**config.mk**
```make
export PLATFORM = sky130hd
export DESIGN_NAME = bfm_ctrl
export DESIGN_NICKNAME = d
export VERILOG_FILES = /design/src/hw/rtl/bfm_pkg.sv /design/src/hw/rtl/bfm_ctrl.sv
export SDC_FILE = /design/constraint.sdc
export NUM_CORES = 1
export LEC_CHECK = 0
export ABC_AREA = 0
export BUFFER_PORTS_ARGS = -buffer_cell sky130_fd_sc_hd__buf_4
export CAP_MARGIN = 20
export CORE_AREA = 2 2 39 41
export DETAILED_ROUTE_END_ITERATION = 8
export DIE_AREA = 0 0 41 43
export GPL_TIMING_DRIVEN = 1
export MAX_ROUTING_LAYER = met4
export PLACE_DENSITY = 0.4
export SETUP_SLACK_MARGIN = 0.5
export SYNTH_ARGS = -nofsm -noshare
export SYNTH_HDL_FRONTEND = slang
export SYNTH_SLANG_ARGS = --single-unit
```
**constraint.sdc**
```tcl
create_clock -name clk -period 2.3 [get_ports clk]
set_input_delay 0.23 -clock clk [delete_from_list [all_inputs] [get_ports clk]]
set_output_delay 0.23 -clock clk [all_outputs]
set_load 0.005 [all_outputs]
```
**src/hw/rtl/bfm_pkg.sv**
```systemverilog
// Shared types, constants and index helpers for the byte FIFO with message marks.
package bfm_pkg;

    // Storage geometry.
    localparam int STORE_DEPTH = 1024;
    localparam int MARK_DEPTH  = 16;
    localparam int IDX_W       = $clog2(STORE_DEPTH);
    localparam int LEN_W       = IDX_W + 1;
    localparam int MIDX_W      = $clog2(MARK_DEPTH);
    localparam int MCNT_W      = MIDX_W + 1;
    localparam int WORD_BYTES  = 4;
    localparam int MAX_LEN     = STORE_DEPTH - (STORE_DEPTH % WORD_BYTES);

    // Configuration port.
    localparam int CFG_W       = 11;
    localparam int CFG_IDX_W   = 2;
    localparam int MARK_CFG_W  = 5;

    typedef enum logic [CFG_IDX_W-1:0] {
        CFG_RING_LENGTH = 2'd0,
        CFG_MARK_SLOTS  = 2'd1,
        CFG_WORD_ALIGN  = 2'd2
    } bfm_cfg_t;

    typedef enum logic [3:0] {
        OP_RESET         = 4'd0,
        OP_PUT           = 4'd1,
        OP_PUT_MARKED    = 4'd2,
        OP_MARK_HERE     = 4'd3,
        OP_GET           = 4'd4,
        OP_PEEK          = 4'd5,
        OP_SKIP_TO_MARK  = 4'd6,
        OP_DISCARD       = 4'd7,
        OP_TENT_BEGIN    = 4'd8,
        OP_TENT_BYTE     = 4'd9,
        OP_COMMIT        = 4'd10,
        OP_COMMIT_MARKED = 4'd11
    } bfm_op_t;

    typedef enum logic [2:0] {
        ST_OK         = 3'd0,
        ST_END_OF_MSG = 3'd1,
        ST_EMPTY      = 3'd2,
        ST_FULL       = 3'd3,
        ST_MARKS_FULL = 3'd4,
        ST_NO_MARK    = 3'd5
    } bfm_status_t;

    typedef enum logic [1:0] {
        AL_NONE  = 2'd0,
        AL_READ  = 2'd1,
        AL_WRITE = 2'd2
    } bfm_align_t;

    typedef enum logic [1:0] {
        S_IDLE   = 2'd0,
        S_EXEC   = 2'd1,
        S_ALIGN  = 2'd2,
        S_REPORT = 2'd3
    } bfm_state_t;

    typedef struct packed {
        logic [3:0]  operation;
        logic [7:0]  data_byte;
        logic [31:0] mark_tag;
    } bfm_in_t;

    typedef struct packed {
        logic [2:0]  status;
        logic [7:0]  read_byte;
        logic [31:0] out_tag;
        logic [9:0]  bytes_held;
        logic [9:0]  bytes_free;
        logic [3:0]  marks_held;
    } bfm_out_t;

    // Commands from the controller to the datapath.
    typedef struct packed {
        logic load;
        logic exec;
        logic align;
        logic report;
    } bfm_cmd_t;

    // Status from the datapath to the controller.
    typedef struct packed {
        logic align_needed;
        logic out_free;
    } bfm_stat_t;

    // Advance a byte index by n positions around a ring of len bytes.
    function automatic logic [IDX_W-1:0] ring_adv(logic [IDX_W-1:0] i, logic [2:0] n,
                                                  logic [LEN_W-1:0] len);
        logic [LEN_W-1:0] v;
        v = {1'b0, i} + LEN_W'(n);
        if (v >= len)
            v = v - len;
        return v[IDX_W-1:0];
    endfunction

    // Distance from b forward to a around a ring of len bytes.
    function automatic logic [IDX_W-1:0] ring_dist(logic [IDX_W-1:0] a, logic [IDX_W-1:0] b,
                                                   logic [LEN_W-1:0] len);
        logic [LEN_W-1:0] d;
        if (a >= b)
            d = {1'b0, a} - {1'b0, b};
        else
            d = {1'b0, a} + len - {1'b0, b};
        return d[IDX_W-1:0];
    endfunction

    // Distance from b forward to a around the mark ring; zero when marks are off.
    function automatic logic [MIDX_W-1:0] mark_dist(logic [MIDX_W-1:0] a, logic [MIDX_W-1:0] b,
                                                    logic [MCNT_W-1:0] em);
        logic [MCNT_W-1:0] d;
        if (em == '0)
            d = '0;
        else if (a >= b)
            d = {1'b0, a} - {1'b0, b};
        else
            d = {1'b0, a} + em - {1'b0, b};
        return d[MIDX_W-1:0];
    endfunction

    // Next slot of the mark ring.
    function automatic logic [MIDX_W-1:0] mark_inc(logic [MIDX_W-1:0] i, logic [MCNT_W-1:0] em);
        logic [MCNT_W-1:0] n;
        n = {1'b0, i} + MCNT_W'(1);
        if (n >= em)
            n = '0;
        return n[MIDX_W-1:0];
    endfunction

endpackage

```
**src/hw/rtl/bfm_ctrl.sv**
```systemverilog
// Controller state machine that sequences each item through the datapath.
module bfm_ctrl (
    input  logic               clk,
    input  logic               rst_n,
    input  logic               item_valid,
    output logic               item_ready,
    input  bfm_pkg::bfm_stat_t stat,
    output bfm_pkg::bfm_cmd_t  cmd
);
    import bfm_pkg::*;

    bfm_state_t state_reg;
    bfm_state_t state_next;

    // State register.
    always_ff @(posedge clk or negedge rst_n)
    begin
        if (!rst_n)
        begin
            state_reg <= S_IDLE;
        end
        else
        begin
            state_reg <= state_next;
        end
    end

    // Next state and commands.
    always_comb
    begin
        state_next = state_reg;
        cmd        = '0;
        item_ready = 1'b0;
        unique case (state_reg)
            S_IDLE:
            begin
                item_ready = 1'b1;
                if (item_valid)
                begin
                    cmd.load   = 1'b1;
                    state_next = S_EXEC;
                end
            end
            S_EXEC:
            begin
                cmd.exec   = 1'b1;
                state_next = stat.align_needed ? S_ALIGN : S_REPORT;
            end
            S_ALIGN:
            begin
                cmd.align  = 1'b1;
                state_next = S_REPORT;
            end
            S_REPORT:
            begin
                if (stat.out_free)
                begin
                    cmd.report = 1'b1;
                    state_next = S_IDLE;
                end
            end
            default:
            begin
                state_next = S_IDLE;
            end
        endcase
    end

    // An alignment step only ever follows an execute step.
    a_align_after_exec: assert property (@(posedge clk) disable iff (!rst_n)
        (state_reg == S_ALIGN) |-> $past(state_reg == S_EXEC))
        else $error("alignment step without a preceding execute step");

    // Every accepted item reaches execution in the next cycle.
    a_load_then_exec: assert property (@(posedge clk) disable iff (!rst_n)
        cmd.load |=> cmd.exec)
        else $error("accepted item was not executed");

    // A result is never loaded while the previous one is still held.
    a_report_free: assert property (@(posedge clk) disable iff (!rst_n)
        cmd.report |-> stat.out_free)
        else $error("result loaded over a pending result");

endmodule

```
==> impl_results.md <==
- Setup slack, reg-to-reg: 950 ps
- Reg-to-Reg Start: state_reg[0]
- Routed WL per cell: 7.553 um
- Via density per instance: 3.511
- Number of slew-limit violations in the final report: 0
- Mean Syn Cell Area: 10.29 um2
- WS Path Type: flop to output port
- Run status: finished clean
- Final worst clock skew: 0.4396 ps
- Type of the worst min-delay path: input port to asynchronous set/reset pin
- GRT Resource Usage Total: 4.522%
- Hold Vio Cnt, Final: 0
- Period minus WS final: 1468 ps
- Synthesis-to-finish area growth: 64.86%
- Clock Pin Slew Worst Setup and Hold Paths: 30 ps
- Adder-cell area share of the yosys netlist: 27.03%
- Worst relative slew slack: between 80% and 90%
- HPWL after detailed placement: 299.6 um
- Number of buffers created by CTS: 3
- Antenna diode instance count: 0
- Unique masters post-synth: 11
- Hold_buf cts: 1
- Standard cell core area: ~1400 um2
- Clock insertion delay at the later pin of the skew report: 220 ps
- Type of element capturing the critical path: output port
- Flip-flop count of the largest register after layout: 2
- Via total after detailed routing: 165
- Number of H-tree branching levels: 1
- Post-synthesis compound-gate area fraction: around an eighth
- Clock Tree Root: clkbuf_4
- Crit-path max FO: 5
- Top-level port count: 10
- Net Count, Synth: 27
- Commonest cells after routing, fill and taps aside: 9 x buf_4, 4 x ha_1, 3 x clkbuf_4
- Final Wtd Congestion: 0.6247
- Starting Density: 13.38%
- Required time reported for the critical path endpoint: around 2100 ps
- Accumulated negative setup slack: 0 ps
- Number of global-route vias before repair: 127
- Final number of setup-violating endpoints: 0
- RSZ-0062 raised after global routing: false
- Number of cells produced by synthesis: 18
- Floorplan die area: 1763 um2
- Bufs on Longest Clock Path: 2
- Total Power Consumption: ~370 uW
- Number of cells on the worst reg-to-reg path: 4
- Actual slew at the worst max-slew pin: 202.9 ps
- Total wire length: 355 um
- Number of rows created at floorplan: 14
- Max incr delay on CP: 400 ps
- Static Leak: between 0.15 and 0.2 nW
- Critical path, cell by cell: inv_1 > ha_1 > and2_1 > buf_4
- Pin count of the biggest net entering global routing: 6
- Sequential cell area fraction in the yosys report: 27.03%
- GR Overflow Total: 0
- Num Clock Sinks: 2
- Data arrival time at the worst-slack endpoint: between 1000 and 1500 ps
- Mux share of post-synthesis cell area: 8.108%
- Die height: around 43 um
- Quantity of I/O buffers inserted on ports: 9
- Largest family of logic cells by synthesized area: adder cells
- Highest-delay cell along the critical path: dfrtp_1
- Beginning of the critical path: state_reg[0]
- Most common library cell in the layout ignoring fill and taps: buf_4
- Synthesized cell area: 185.2 um2
- # Post-CTS Setup Buffers: 0
- Pre-antenna DRT Iters: 1
- Upper clock frequency limit: 0.6810 GHz
- Final period util: 63.84%
- DRC violations left: 0
- Post-CTS resize count: 0
- Max VDD drop: 0.2655 mV
- Post-synthesis sequential element count: 2
- Xor/xnor cell area share of the yosys netlist: 0%
- Worst R2R End: state_reg[1]
- Fraction of layout cells with a size suffix above 1: approximately half
- Floorplan die width: 41 um
- CP Launch Type: flop
- Yosys warns: 0
- Power per cell area: 1204 nW/um2
- TritonCTS clock tree: built
- Max cap viols: 0
- Antenna violation net count after detailed routing: 0
- Post-synthesis share of cell area spent on and, or, nand and nor gates: 19.59%
- Global-route wire length before repair: a little over 500 um
- Antenna violations before repair: 0
- Final nets: between 40 and 50
- DRC violation total after the first TritonRoute iteration: 0
where the power goes:
part           leakage [nW]  switching (mW)  internal, mW  total, mW
registers            0.0237          0.0238        0.0556     0.0794
clock network        0.0138          0.0175        0.0574     0.0749
logic                 0.131          0.0816         0.132      0.213
cell families after synthesis:
logic type / Yosys count
AO/OA/AOI/OAI: 3
flip-flops: 2
multiplexers: 1
buffers and inverters: 3
adder cells (fa/ha/maj): 4
AND/OR/NAND/NOR: 5
critical path: cells and delay by family, from the launching register on:
kind,cells,cell delay (ps)
buf+inv,2,220
flops,1,400
simple gates,1,150
fa+ha+maj,1,260
cell type report:
cell class | count | area [um2]
clock buffer | 3 | 22.52
fill | 160 | 1079
sequential | 2 | 50.05
tap | 16 | 20.02
timing repair buffer | 10 | 77.57
multi-input combinational | 13 | 123.9
inverter | 3 | 11.26
per-layer routing:
layer,GRT usage (%),vias up,share of wire (%)
li1,-,85,-
met1,6.410,70,50
met2,4.688,10,35
met3,3.141,0,15
met4,2.000,0,0
met5,-,-,0
Yosys cell counts:
cell | count | area [um2]
ha_1 | 4 | 50.05
nor2b_4 | 1 | 13.76
o31ai_1 | 2 | 15.01
a21o_1 | 1 | 7.510
dfrtp_1 | 2 | 50.05
nor2b_1 | 1 | 6.260
inv_1 | 2 | 7.510
inv_2 | 1 | 3.750
and2_1 | 2 | 12.51
nor2_1 | 1 | 3.750
mux2_4 | 1 | 15.01
worst max-delay path by stage:
| stage | end | slack (ps) | cells after the start |
|---|---|---|---|
| after floorplan | state_reg[1] | 1000 | 4 |
| after global placement | state_reg[1] | 940 | 4 |
| after detailed placement | state_reg[1] | 940 | 4 |
| after CTS | cmd[3] | 820 | 4 |
| after global routing | cmd[3] | 700 | 4 |
| final | cmd[3] | 830 | 4 |
through the flow:
step / std cells / instance area (um2) / setup slack, ps / hold slack (ps) / util (%)
2_1_floorplan: 18 / 185.2 / 1003 / -65.59 / -
3_3_place_gp: 43 / 272.8 / 943.1 / 11.64 / 19.71
3_5_place_dp: 43 / 272.8 / 939.9 / 13.43 / 19.71
4_1_cts: 47 / 305.3 / 820.7 / 326.1 / 22.06
5_1_grt: 47 / 305.3 / 703.9 / 319.4 / 22.06
6_report: 47 / 305.3 / 831.7 / 332.8 / 22.06
Note: power is estimated with default switching activity, not from simulation.
